$ cat src/hw/rtl/kvt_pkg.sv
// Shared types and constants for the key-value text tokenizer.
// No dependencies; every other file takes its names from here by scope.
package kvt_pkg;

	// Default bound on dictionary nesting
	localparam int MAX_DEPTH_DEF = 64;

	// Bound on reprocessing passes for one byte
	localparam int PASSES = 6;

	// Slots for the events that one byte can cause
	localparam int MAX_EVENTS = 4;

	// Byte codes that steer the parse
	localparam logic [7:0] CH_QUOTE  = 8'h22;
	localparam logic [7:0] CH_BSLASH = 8'h5C;
	localparam logic [7:0] CH_LBRACE = 8'h7B;
	localparam logic [7:0] CH_RBRACE = 8'h7D;
	localparam logic [7:0] CH_SPACE  = 8'h20;
	localparam logic [7:0] CH_TAB    = 8'h09;
	localparam logic [7:0] CH_CR     = 8'h0D;

	typedef enum logic [2:0] {
		MODE_SKIP_KEY   = 3'd0,
		MODE_STRING     = 3'd1,
		MODE_ESCAPE     = 3'd2,
		MODE_SKIP_VALUE = 3'd3,
		MODE_DONE       = 3'd4,
		MODE_ERROR      = 3'd5
	} mode_t;

	typedef enum logic [2:0] {
		EV_CONTENT = 3'd0,
		EV_STR_END = 3'd1,
		EV_OPEN    = 3'd2,
		EV_CLOSE   = 3'd3,
		EV_DONE    = 3'd4,
		EV_ERROR   = 3'd5
	} kind_t;

	// Parser control state (depth travels beside it, its width is a parameter)
	typedef struct packed {
		mode_t mode;
		logic  is_key;
		logic  quoted;
	} ctl_t;

	localparam ctl_t CTL_RESET = '{mode: MODE_SKIP_KEY, is_key: 1'b1, quoted: 1'b0};

	// One event as held in the result stage
	typedef struct packed {
		kind_t      kind;
		logic [7:0] content;
		logic       is_key;
		logic [6:0] depth;
	} evt_t;

	// Input item
	typedef struct packed {
		logic [7:0] text_byte;
		logic       end_of_document;
	} txt_t;

	// Result item
	typedef struct packed {
		kind_t      event_kind;
		logic [7:0] content_byte;
		logic       is_key;
		logic [6:0] nest_depth;
		logic       last_of_run;
	} tok_t;

endpackage

$ cat src/hw/rtl/kvt_decode.sv
// Per-byte decode for the key-value tokenizer: next state and up to four events.
// Purely combinational; uses kvt_pkg types and byte codes.
module kvt_decode #(
	parameter int MAX_DEPTH = kvt_pkg::MAX_DEPTH_DEF,
	parameter int DW        = $clog2(MAX_DEPTH + 1)
) (
	input  kvt_pkg::ctl_t  ctl,
	input  logic [DW-1:0]  depth,
	input  logic [7:0]     text_byte,
	input  logic           end_of_document,
	output kvt_pkg::ctl_t  ctl_next,
	output logic [DW-1:0]  depth_next,
	output kvt_pkg::evt_t  evs [kvt_pkg::MAX_EVENTS],
	output logic [2:0]     n_evs
);

	localparam logic [DW-1:0] DEPTH_MAX = DW'(MAX_DEPTH);

	// Low seven bits of the depth, zero-extended when the counter is narrower
	function automatic logic [6:0] lo7(input logic [DW-1:0] d);
		logic [DW+6:0] x;
		x = {7'd0, d};
		return x[6:0];
	endfunction

	function automatic kvt_pkg::evt_t mk(input kvt_pkg::kind_t k, input logic [7:0] c,
			input logic key, input logic [DW-1:0] d);
		kvt_pkg::evt_t e;
		e.kind    = k;
		e.content = c;
		e.is_key  = key;
		e.depth   = lo7(d);
		return e;
	endfunction

	logic blank;
	logic brace;

	assign blank = (text_byte == kvt_pkg::CH_SPACE) ||
		((text_byte >= kvt_pkg::CH_TAB) && (text_byte <= kvt_pkg::CH_CR));
	assign brace = (text_byte == kvt_pkg::CH_LBRACE) || (text_byte == kvt_pkg::CH_RBRACE);

	// Run the reprocessing passes, each adding at most two events
	always_comb begin
		kvt_pkg::ctl_t c;
		logic [DW-1:0] d;
		logic          again;
		logic          r0;
		logic          r1;
		kvt_pkg::evt_t e0;
		kvt_pkg::evt_t e1;
		logic [2:0]    n;

		c     = ctl;
		d     = depth;
		again = 1'b1;
		n     = 3'd0;
		for (int i = 0; i < kvt_pkg::MAX_EVENTS; i++) begin
			evs[i] = '0;
		end

		for (int p = 0; p < kvt_pkg::PASSES; p++) begin
			r0 = 1'b0;
			r1 = 1'b0;
			e0 = '0;
			e1 = '0;
			if (again) begin
				again = 1'b0;
				unique case (c.mode)
					kvt_pkg::MODE_SKIP_KEY: begin
						if (!blank) begin
							if ((d != '0) && (text_byte == kvt_pkg::CH_RBRACE)) begin
								d  = d - DW'(1);
								r0 = 1'b1;
								e0 = mk(kvt_pkg::EV_CLOSE, 8'd0, 1'b0, d);
								if (d == '0) begin
									r1     = 1'b1;
									e1     = mk(kvt_pkg::EV_DONE, 8'd0, 1'b0, d);
									c.mode = kvt_pkg::MODE_DONE;
								end
							end else begin
								c.is_key = 1'b1;
								c.mode   = kvt_pkg::MODE_STRING;
								c.quoted = (text_byte == kvt_pkg::CH_QUOTE);
								again    = !c.quoted;
							end
						end
					end
					kvt_pkg::MODE_SKIP_VALUE: begin
						if (!blank) begin
							if (text_byte == kvt_pkg::CH_LBRACE) begin
								if (d >= DEPTH_MAX) begin
									r0     = 1'b1;
									e0     = mk(kvt_pkg::EV_ERROR, 8'd0, 1'b0, d);
									c.mode = kvt_pkg::MODE_ERROR;
								end else begin
									d      = d + DW'(1);
									r0     = 1'b1;
									e0     = mk(kvt_pkg::EV_OPEN, 8'd0, 1'b0, d);
									c.mode = kvt_pkg::MODE_SKIP_KEY;
								end
							end else begin
								c.is_key = 1'b0;
								c.mode   = kvt_pkg::MODE_STRING;
								c.quoted = (text_byte == kvt_pkg::CH_QUOTE);
								again    = !c.quoted;
							end
						end
					end
					kvt_pkg::MODE_STRING: begin
						if (text_byte == kvt_pkg::CH_BSLASH) begin
							r0     = 1'b1;
							e0     = mk(kvt_pkg::EV_CONTENT, text_byte, c.is_key, d);
							c.mode = kvt_pkg::MODE_ESCAPE;
						end else if (c.quoted ? (text_byte == kvt_pkg::CH_QUOTE)
								: (blank || brace)) begin
							// String end: go on to its value, or close out the value
							r0 = 1'b1;
							e0 = mk(kvt_pkg::EV_STR_END, 8'd0, c.is_key, d);
							if (c.is_key) begin
								c.mode = kvt_pkg::MODE_SKIP_VALUE;
							end else if (d == '0) begin
								r1     = 1'b1;
								e1     = mk(kvt_pkg::EV_DONE, 8'd0, 1'b0, d);
								c.mode = kvt_pkg::MODE_DONE;
							end else begin
								c.mode = kvt_pkg::MODE_SKIP_KEY;
							end
							// A brace that ends an unquoted string is seen again
							again = !c.quoted && brace;
						end else begin
							r0 = 1'b1;
							e0 = mk(kvt_pkg::EV_CONTENT, text_byte, c.is_key, d);
						end
					end
					kvt_pkg::MODE_ESCAPE: begin
						r0     = 1'b1;
						e0     = mk(kvt_pkg::EV_CONTENT, text_byte, c.is_key, d);
						c.mode = kvt_pkg::MODE_STRING;
					end
					kvt_pkg::MODE_DONE, kvt_pkg::MODE_ERROR: begin
						again = 1'b0;
					end
					default: begin
						again = 1'b0;
					end
				endcase
			end
			// Append this pass's events, dropping any beyond the last slot
			if (r0 && (n < 3'd4)) begin
				evs[n[1:0]] = e0;
				n           = n + 3'd1;
			end
			if (r1 && (n < 3'd4)) begin
				evs[n[1:0]] = e1;
				n           = n + 3'd1;
			end
		end

		// Final byte: flag an unfinished parse, then return to reset
		if (end_of_document) begin
			if ((c.mode != kvt_pkg::MODE_DONE) && (c.mode != kvt_pkg::MODE_ERROR) &&
					(n < 3'd4)) begin
				evs[n[1:0]] = mk(kvt_pkg::EV_ERROR, 8'd0, 1'b0, d);
				n           = n + 3'd1;
			end
			c = kvt_pkg::CTL_RESET;
			d = '0;
		end

		ctl_next   = c;
		depth_next = d;
		n_evs      = n;
	end

endmodule

$ cat src/hw/rtl/kvt_event_buf.sv
// Result stage of the tokenizer: holds the events of one byte and hands them out in order.
// Uses kvt_pkg event and result types.
module kvt_event_buf (
	input  logic          clk,
	input  logic          arst_n,
	input  logic          load,
	input  kvt_pkg::evt_t evs [kvt_pkg::MAX_EVENTS],
	input  logic [2:0]    n_evs,
	output logic          free,
	output logic          tok_valid,
	input  logic          tok_ready,
	output kvt_pkg::tok_t tok
);

	kvt_pkg::evt_t ev_q [kvt_pkg::MAX_EVENTS];
	logic          valid_q;
	logic [1:0]    idx_q;
	logic [1:0]    last_idx_q;
	logic [2:0]    n_m1;
	logic          at_last;
	logic          xfer;

	assign n_m1    = n_evs - 3'd1;
	assign at_last = (idx_q == last_idx_q);
	assign xfer    = valid_q && tok_ready;
	assign free    = !valid_q || (tok_ready && at_last);

	// Control: load a new bundle, or step through the current one
	always_ff @(posedge clk or negedge arst_n) begin
		if (!arst_n) begin
			valid_q    <= 1'b0;
			idx_q      <= 2'd0;
			last_idx_q <= 2'd0;
		end else if (load) begin
			valid_q    <= 1'b1;
			idx_q      <= 2'd0;
			last_idx_q <= n_m1[1:0];
		end else if (xfer) begin
			if (at_last) begin
				valid_q <= 1'b0;
				idx_q   <= 2'd0;
			end else begin
				idx_q <= idx_q + 2'd1;
			end
		end
	end

	// Payload: capture the bundle on load
	always_ff @(posedge clk) begin
		if (load) begin
			for (int i = 0; i < kvt_pkg::MAX_EVENTS; i++) begin
				ev_q[i] <= evs[i];
			end
		end
	end

	assign tok_valid        = valid_q;
	assign tok.event_kind   = ev_q[idx_q].kind;
	assign tok.content_byte = ev_q[idx_q].content;
	assign tok.is_key       = ev_q[idx_q].is_key;
	assign tok.nest_depth   = ev_q[idx_q].depth;
	assign tok.last_of_run  = at_last;

	a_idx_in_range: assert property (@(posedge clk) disable iff (!arst_n)
		valid_q |-> (idx_q <= last_idx_q))
		else $error("event index past end of bundle");

	a_load_when_free: assert property (@(posedge clk) disable iff (!arst_n)
		load |-> (free && (n_evs != 3'd0) && (n_evs <= 3'd4)))
		else $error("bundle loaded while busy or with bad count");

	a_drain_empties: assert property (@(posedge clk) disable iff (!arst_n)
		(xfer && at_last && !load) |=> !valid_q)
		else $error("stage still valid after final transfer");

	a_step_index: assert property (@(posedge clk) disable iff (!arst_n)
		(xfer && !at_last && !load) |=> (valid_q && (idx_q == $past(idx_q) + 2'd1)))
		else $error("index did not advance on transfer");

endmodule

$ cat src/hw/rtl/keyvalue_text_tokenizer.sv
// Top level of the key-value text tokenizer: input register, parser state, result stage.
// Depends on kvt_pkg, kvt_decode and kvt_event_buf.
//
// Takes a key-value text document one byte per transfer on the txt channel and
// gives a stream of events on the tok channel: content bytes of keys and values,
// string ends, dict open and close, done and error, each with the nesting depth
// after it and a mark on the last event of its byte. A byte is held in the
// input register, where it is decoded against the parser state in the same cycle;
// its events (none to four) then wait in the result stage. The block takes one byte
// per cycle as long as each byte gives at most one event and tok_ready is high; a byte
// that gives k events holds the result stage for k output transfers, and bytes that
// give none pass without waiting on it. The end_of_document byte returns the parser
// to its reset state.
module keyvalue_text_tokenizer #(
	parameter int MAX_DEPTH = kvt_pkg::MAX_DEPTH_DEF
) (
	input  logic          clk,
	input  logic          arst_n,
	input  logic          txt_valid,
	output logic          txt_ready,
	input  kvt_pkg::txt_t txt,
	output logic          tok_valid,
	input  logic          tok_ready,
	output kvt_pkg::tok_t tok
);

	localparam int DW = $clog2(MAX_DEPTH + 1);

	logic          valid_s1;
	logic [7:0]    byte_s1;
	logic          eod_s1;
	kvt_pkg::ctl_t ctl_q;
	logic [DW-1:0] depth_q;

	kvt_pkg::ctl_t ctl_next;
	logic [DW-1:0] depth_next;
	kvt_pkg::evt_t evs [kvt_pkg::MAX_EVENTS];
	logic [2:0]    n_evs;
	logic          buf_free;
	logic          take_s1;
	logic          load;

	// Consume the registered byte when its events fit, or when it has none
	assign take_s1   = valid_s1 && ((n_evs == 3'd0) || buf_free);
	assign load      = take_s1 && (n_evs != 3'd0);
	assign txt_ready = !valid_s1 || take_s1;

	// Input register
	always_ff @(posedge clk or negedge arst_n) begin
		if (!arst_n) begin
			valid_s1 <= 1'b0;
		end else if (txt_ready) begin
			valid_s1 <= txt_valid;
		end
	end

	always_ff @(posedge clk) begin
		if (txt_ready && txt_valid) begin
			byte_s1 <= txt.text_byte;
			eod_s1  <= txt.end_of_document;
		end
	end

	// Parser state: advance once per consumed byte
	always_ff @(posedge clk or negedge arst_n) begin
		if (!arst_n) begin
			ctl_q   <= kvt_pkg::CTL_RESET;
			depth_q <= '0;
		end else if (take_s1) begin
			ctl_q   <= ctl_next;
			depth_q <= depth_next;
		end
	end

	kvt_decode #(
		.MAX_DEPTH (MAX_DEPTH),
		.DW        (DW)
	) u_decode (
		.ctl             (ctl_q),
		.depth           (depth_q),
		.text_byte       (byte_s1),
		.end_of_document (eod_s1),
		.ctl_next        (ctl_next),
		.depth_next      (depth_next),
		.evs             (evs),
		.n_evs           (n_evs)
	);

	kvt_event_buf u_event_buf (
		.clk       (clk),
		.arst_n    (arst_n),
		.load      (load),
		.evs       (evs),
		.n_evs     (n_evs),
		.free      (buf_free),
		.tok_valid (tok_valid),
		.tok_ready (tok_ready),
		.tok       (tok)
	);

	a_depth_bound: assert property (@(posedge clk) disable iff (!arst_n)
		depth_q <= DW'(MAX_DEPTH))
		else $error("nesting depth beyond bound");

	a_eod_resets: assert property (@(posedge clk) disable iff (!arst_n)
		(take_s1 && eod_s1) |=> ((ctl_q == kvt_pkg::CTL_RESET) && (depth_q == '0)))
		else $error("state not back at reset after final byte");

	a_hold_state: assert property (@(posedge clk) disable iff (!arst_n)
		!take_s1 |=> ($stable(ctl_q) && $stable(depth_q)))
		else $error("state moved without a consumed byte");

endmodule
$ cat config.mk
export PLATFORM = sky130hd
export DESIGN_NAME = keyvalue_text_tokenizer
export DESIGN_NICKNAME = d
export VERILOG_FILES = /design/src/hw/rtl/kvt_pkg.sv /design/src/hw/rtl/kvt_decode.sv /design/src/hw/rtl/kvt_event_buf.sv /design/src/hw/rtl/keyvalue_text_tokenizer.sv
export SDC_FILE = /design/constraint.sdc
export NUM_CORES = 1
export LEC_CHECK = 0
export ABC_CLOCK_PERIOD_IN_PS = 24000
export BUFFER_PORTS_ARGS = -buffer_cell sky130_fd_sc_hd__clkbuf_2
export CAP_MARGIN = 20
export CORE_ASPECT_RATIO = 1.2
export CORE_MARGIN = 2
export CORE_UTILIZATION = 35
export CTS_CLUSTER_DIAMETER = 100
export CTS_CLUSTER_SIZE = 30
export DETAILED_ROUTE_END_ITERATION = 12
export PLACE_DENSITY = 0.48
export SETUP_SLACK_MARGIN = 0.1
export SYNTH_ARGS = -nofsm -noshare
export SYNTH_HDL_FRONTEND = slang
export SYNTH_SLANG_ARGS = --single-unit
$ cat constraint.sdc
create_clock -name clk -period 24 [get_ports clk]
set_input_delay 6 -clock clk [delete_from_list [all_inputs] [get_ports clk]]
set_output_delay 6 -clock clk [all_outputs]
set_load 0.01 [all_outputs]
# Word-level counts from Yosys, hierarchy flattened
# Memory sizes are Yosys's and may differ from the RTL's.
# Cells that the tools add are included.
# totals
ff_bits,27
latchBits,0
mem_bits_rw,76
mem_bits_ro,0
in_bits,13
output_inout_bits,22
memories,1
# classes
addsub,26
mul,0
div_mod_pow,0
magnitude_cmp,44
n_eq_ne,26
shift,0
mux,425
n_bitwise,12
reduce_logical,91
# memory_table
memory,words,word_bits,rd,rd_ports_with_merged_regs,write_ports,line,rtl
u_event_buf.ev_q,4,19,1,0,4,kvt_event_buf.sv:15,kvt_pkg::evt_t ev_q [kvt_pkg::MAX_EVENTS];
# op_table
operator,n
$mux 19,89
$mux 76,13
$bwmux 76,12
$demux 19 s2,12
$pmux 19 s4,6
$mux 7,36
$pmux 19 s2,6
$mux 17,12
$mux 3,61
$mux 18,6
$mux 1,104
$mux 5,18
$logic_not 7->1,12
$pmux 7 s2,6
$pmux 3 s4,6
$add 7x1->7 const B,6
$ge 7x7->1 const B,6
$logic_and 1x1->1,42
$reduce_bool 7->1,6
$sub 7x1->7 const B,6
$eq 3x2->1 const B,12
$ge 3x3->1 const B,12
$lt 3x1->1 const B,12
$add 3x1->3 const B,11
25 further kinds,112

# Depth between registers and ports, before layout
# depth
word_depth,51
depth_mapped,68

# Modules after synthesis
# From an unflattened synthesis, not the netlist that was laid out.
# unflattened
hier_cells,1879
area_unflattened_um2,14751.6
# by_module_without_submodules
module,n_inst,cells_each,area_per_inst_um2
kvt_decode,1,1712,10908.0
kvt_event_buf,1,125,3020.4
keyvalue_text_tokenizer,1,42,823.3

# Worst setup path after synthesis
# No wires, ideal clock.
# synth_path
kind,register -> output
startpoint,register depth_q[1]
endpoint,output port txt_ready
arrival_time_ps,12966
required_time_ps,18000
setup_slack_ps,5034
stages_incl_launch_ff,67
path_cell_list,dfrtp_1 buf_4 inv_1 ha_1 buf_4 or3b_4 o211ai_4 inv_4 ha_1 or4_1 o211ai_1 inv_2 ha_1 nand3_1 o41ai_2 inv_2 ha_1 nor4_1 [31 not listed] inv_1 ha_1 nand2_1 nor4_1 a21oi_2 o21a_1 and3_1 clkbuf_1 nand2_1 o21ai_0 ha_1 mux2_2 ha_1 mux2_2 ha_1 and3_1 a21oi_1 nand2_1
# synth_between
elab_chain_len,48
word_cells_on_any_way,358
cone_classes,23 x add/sub; 18 x order compare; 17 x eq/ne; 241 x mux; 59 x reduce/logical
# synth_lines
item,line,rtl
"start, declared",keyvalue_text_tokenizer.sv:33,logic [DW-1:0] depth_q;
"start signal, assigned",keyvalue_text_tokenizer.sv:71,depth_q <= depth_next;
branches (longest 43 deep; another with $add 7x1->7),--,
$mux 3 (*),kvt_decode.sv:161,if (end_of_document) begin
$logic_not 3->1 (*),keyvalue_text_tokenizer.sv:44,assign take_s1 = valid_s1 && ((n_evs == 3'd0) || buf_free);
$logic_or 1x1->1 (*),keyvalue_text_tokenizer.sv:44,
$logic_and 1x1->1 (*),keyvalue_text_tokenizer.sv:44,
$logic_or 1x1->1 (*),keyvalue_text_tokenizer.sv:46,assign txt_ready = !valid_s1 || take_s1;
"end, declared",keyvalue_text_tokenizer.sv:20,"output logic txt_ready,"
# Every way passes the cells marked *.

# Worst setup path after layout
# layout_path
startpoint,register depth_q[0]
endpoint,output port txt_ready
# Same word-level chain as after synthesis.

==> results.tsv <==
stage	metric	value	unit
global_routing	globalRouteTotalUtil	30.7	%
timing	tightest_slew	1130	ps
timing	final_max_slew_viol_count	0	
setup_path	timing.critical_path.to_type	output port	
timing	post-route-worst-setup-slack	2080	ps
global_routing	grt_util_met3	3.07	%
synthesis	synth_area_leaders	sky130_fd_sc_hd__edfxtp_1 18%, sky130_fd_sc_hd__ha_1 6.1%, sky130_fd_sc_hd__nand2_1 5.7%, sky130_fd_sc_hd__a21oi_1 5.1%, sky130_fd_sc_hd__nor2_1 4.9%	
global_routing	globalRouteOverflowTotal	0	
synthesis	synth_seq_area_share	21.2	%
drt	route.detailed.wl_per_inst	27.6	um
power	cellLeakagePower	5.59	nW
placement	dp_slack	2650	ps
floorplan	ios	35	
clock_tree	cts-buffers-inserted	9	
global_routing	gr_layer_usage_met1	40.5	%
setup_path	timing.critical_path.slowest_stage_cell	sky130_fd_sc_hd__o311ai_1	
floorplan	core-area	39800	um^2
synthesis	postSynthAreaPerCell	7.64	um^2
drt	antenna_left	0	
timing	fin_skew	8.39	ps
synthesis	synth.yosys.warnings	0	
clock_tree	cts_resized	0	
final_layout	post-route-util	38.1	%
setup_path	worstPathMaxFanout	14	
synthesis	netlist_area	14200	um^2
setup_path	data_arrival_time_of_the_critical_path	15920	ps
timing	relative_max_transition_margin	24.5	%
synthesis	number_of_enable_flip_flop_cells_after_synthesis	85	
drt	routed_wl	65500	um
final_layout	fillCellCount	4365	
timing	portion_of_the_clock_cycle_consumed_by_the_worst_path_in_the_final_layout	91.3	%
clock_tree	cts_post_setup_buffers_inserted	0	
final_layout	multi_input_comb_area	10600	um^2
global_routing	largest_net_degree_at_the_start_of_global_routing	79	
synthesis	synth_nets	1938	
floorplan	die_x	188	um
drt	route.detailed.drc	0	
final_layout	layout-area-overhead-vs-synth	6.98	%
setup_path	crit_path_start_kind	flop	
placement	dp_hpwl	53200	um
final_layout	number_of_nets_in_the_layout	1918	
drt	first_iter_violations	1500	
clock_tree	ctsHtreeMaxLevel	3	
global_routing	first_global_vias	14800	
floorplan	rows	80	
timing	maxClockFrequency	45.6	MHz
worst_hold_path	min_path_type	flop to flop	
clock_tree	tritoncts_clock_tree	built	
synthesis	synth_flop_cell	sky130_fd_sc_hd__edfxtp_1	
placement	numPortBuffers	34	
global_routing	grt_antenna_before_repair	0	
synthesis	library_cell_with_the_largest_summed_area_after_synthesis	sky130_fd_sc_hd__edfxtp_1	
final_layout	drive_above_1_share	11.0	%
timing	count_of_endpoints_failing_hold_in_the_final_timing_report	0	
clock_tree	clk-insertion-delay-late	360	ps
synthesis	netlist_instances	1856	
setup_path	critPathMostFrequentCell	sky130_fd_sc_hd__ha_1	
job	max_cap_viol	0	
floorplan	initial_core_util	35.6	%
timing	report.final.setup_viol	0	
timing	final.min_clock_period	21920	ps
setup_path	required	18000	ps
synthesis	synth.distinct_cells	121	
power	max_rail_drop_vdd	164	uV
clock_tree	clock_sinks	103	
timing	grt_setup_unrepaired	no	
timing	tns	0	ps
final_layout	final_common_cell	sky130_fd_sc_hd__nand2_1	
setup_path	type_of_the_setup_path_with_the_least_slack	flop to output port	
setup_path	critPathMaxStageDelay	700	ps
final_layout	seq_area	3000	um^2
synthesis	postSynthRegisterBits	103	
floorplan	design.die.area	42100	um^2
floorplan	die_h	224	um
timing	final.hold.worst_slack	534	ps
final_layout	mostFrequentLayoutCells	215 x sky130_fd_sc_hd__nand2_1, 184 x sky130_fd_sc_hd__nor2_1, 143 x sky130_fd_sc_hd__a21oi_1	
run_status	status	completed	
placement	routabilityCongestion	0.993	
global_routing	grt_pass1_wl	97600	um
synthesis	async_reset_ff_share	17.5	%
drt	via_count	15500	
clock_tree	root_buffer	sky130_fd_sc_hd__clkbuf_16	
global_routing	gr-usage-met2	51.0	%
drt	drt_pre_antenna_iters	6	
clock_tree	clkSlewWorstSetupHoldPaths	70	ps
drt	route.detailed.vias_per_inst	6.54	
global_routing	top_usage_layer	met2	
synthesis	yosysTopAreaCellShare	18.0	%
clock_tree	clock_tree_buf_depth	2	
power	power.density	153	nW/um^2
clock_tree	cts-hold-fix-buffers	0	
per-layer routing:
metal	up-vias	routed length, um
met5	-	0
met3	139	4580
met1	7563	27500
met4	0	3200
met2	787	30200
li1	7037	-
worst max-delay path: cells and delay by family, from the launching register on:
| kind | cells | cell delay, ps |
|---|---|---|
| buffers and inverters | 11 | 1830 |
| adders and majority gates | 14 | 3950 |
| muxes | 2 | 580 |
| DFF | 1 | 520 |
| AOI/OAI and AO/OA | 16 | 4320 |
| and+or+nand+nor | 18 | 4290 |
registers in the layout, summed over array words and instances (netlist names):
signal	flops
valid_s1	1
u_event_buf.tok_valid	1
u_event_buf.idx_q	2
u_event_buf.last_idx_q	2
ctl_q	5
eod_s1	1
byte_s1	8
u_event_buf.ev_q	76
depth_q	7
path summary, 6_finish.rpt:
check,from,end,slack [ps],cells after the start
setup reg to reg,depth_q[0]$_DFFE_PN0N_,u_event_buf.last_idx_q[0]$_DFFE_PN0P_,7240,62
hold / removal,u_event_buf.last_idx_q[1]$_DFFE_PN0P_,u_event_buf.last_idx_q[1]$_DFFE_PN0P_,530,2
min in group asynchronous,arst_n,depth_q[4]$_DFFE_PN0N_,5630,1
hold reg to reg,u_event_buf.last_idx_q[1]$_DFFE_PN0P_,u_event_buf.last_idx_q[1]$_DFFE_PN0P_,530,2
setup / recovery,depth_q[0]$_DFFE_PN0N_,txt_ready,2080,61
max in group asynchronous,arst_n,u_event_buf.idx_q[1]$_DFFE_PN0P_,17970,1
Yosys cell counts, drive strengths merged, types with 7 or more instances:
master,instances
a211oi,19
a21oi,147
mux2i,46
or3,24
mux2,20
o21ai,135
o31a,8
a2bb2oi,7
mux4,19
buf,26
nor3b,8
nand3,93
nand2b,22
o22ai,20
o221ai,7
and3,24
xnor2,25
dfrtp,17
xor2,11
o21a,7
o31ai,16
edfxtp,85
a22oi,8
or2,17
nor2b,12
o211ai,37
nor3,92
nor4,33
or4,17
a22o,9
ha,69
nand4,25
inv,54
a31oi,32
nand2,215
and2,36
a21o,16
a21boi,12
clkbuf,73
a31o,7
o2111ai,9
nor2,184
power by group:
part	internal (mW)	leakage, nW	switching [mW]
clock network	0.0758	0.147	0.0704
registers	0.346	1.03	0.0583
logic	0.573	4.41	1.19
kinds of logic (layout without fill, tap and decap cells):
logic type | count (synthesis) | in the layout | share of synthesized area (%)
compound gates | 573 | 573 | 27.8
xor+xnor | 37 | 37 | 2.60
fa+ha+maj | 69 | 69 | 6.09
buf+inv | 153 | 138 | 4.37
flops | 103 | 103 | 21.2
mux | 85 | 85 | 7.86
other cells | 0 | 1 | 0
simple gates | 836 | 836 | 30.0
area by class of cell:
cell class / instances / share of cell area (%)
diodes: 1 / 0.0165
repair buffers: 68 / 2.81
clock inverters: 6 / 0.380
inverters: 54 / 1.35
clock buffers: 10 / 1.58
flip-flops and latches: 103 / 19.8
multi-input cells: 1600 / 69.7
well taps: 533 / 4.40
stage by stage:
stage                     power (mW)  area (um^2)  instances
final                           2.32        15200       2375
after global routing            2.49        15200       2374
after CTS                       2.30        15200       2374
after detailed placement        2.15        14900       2358
after global placement          2.14        14900       2358
after floorplan                 1.61        14200       1856
No activity file was read; power rests on OpenSTA's default activity.
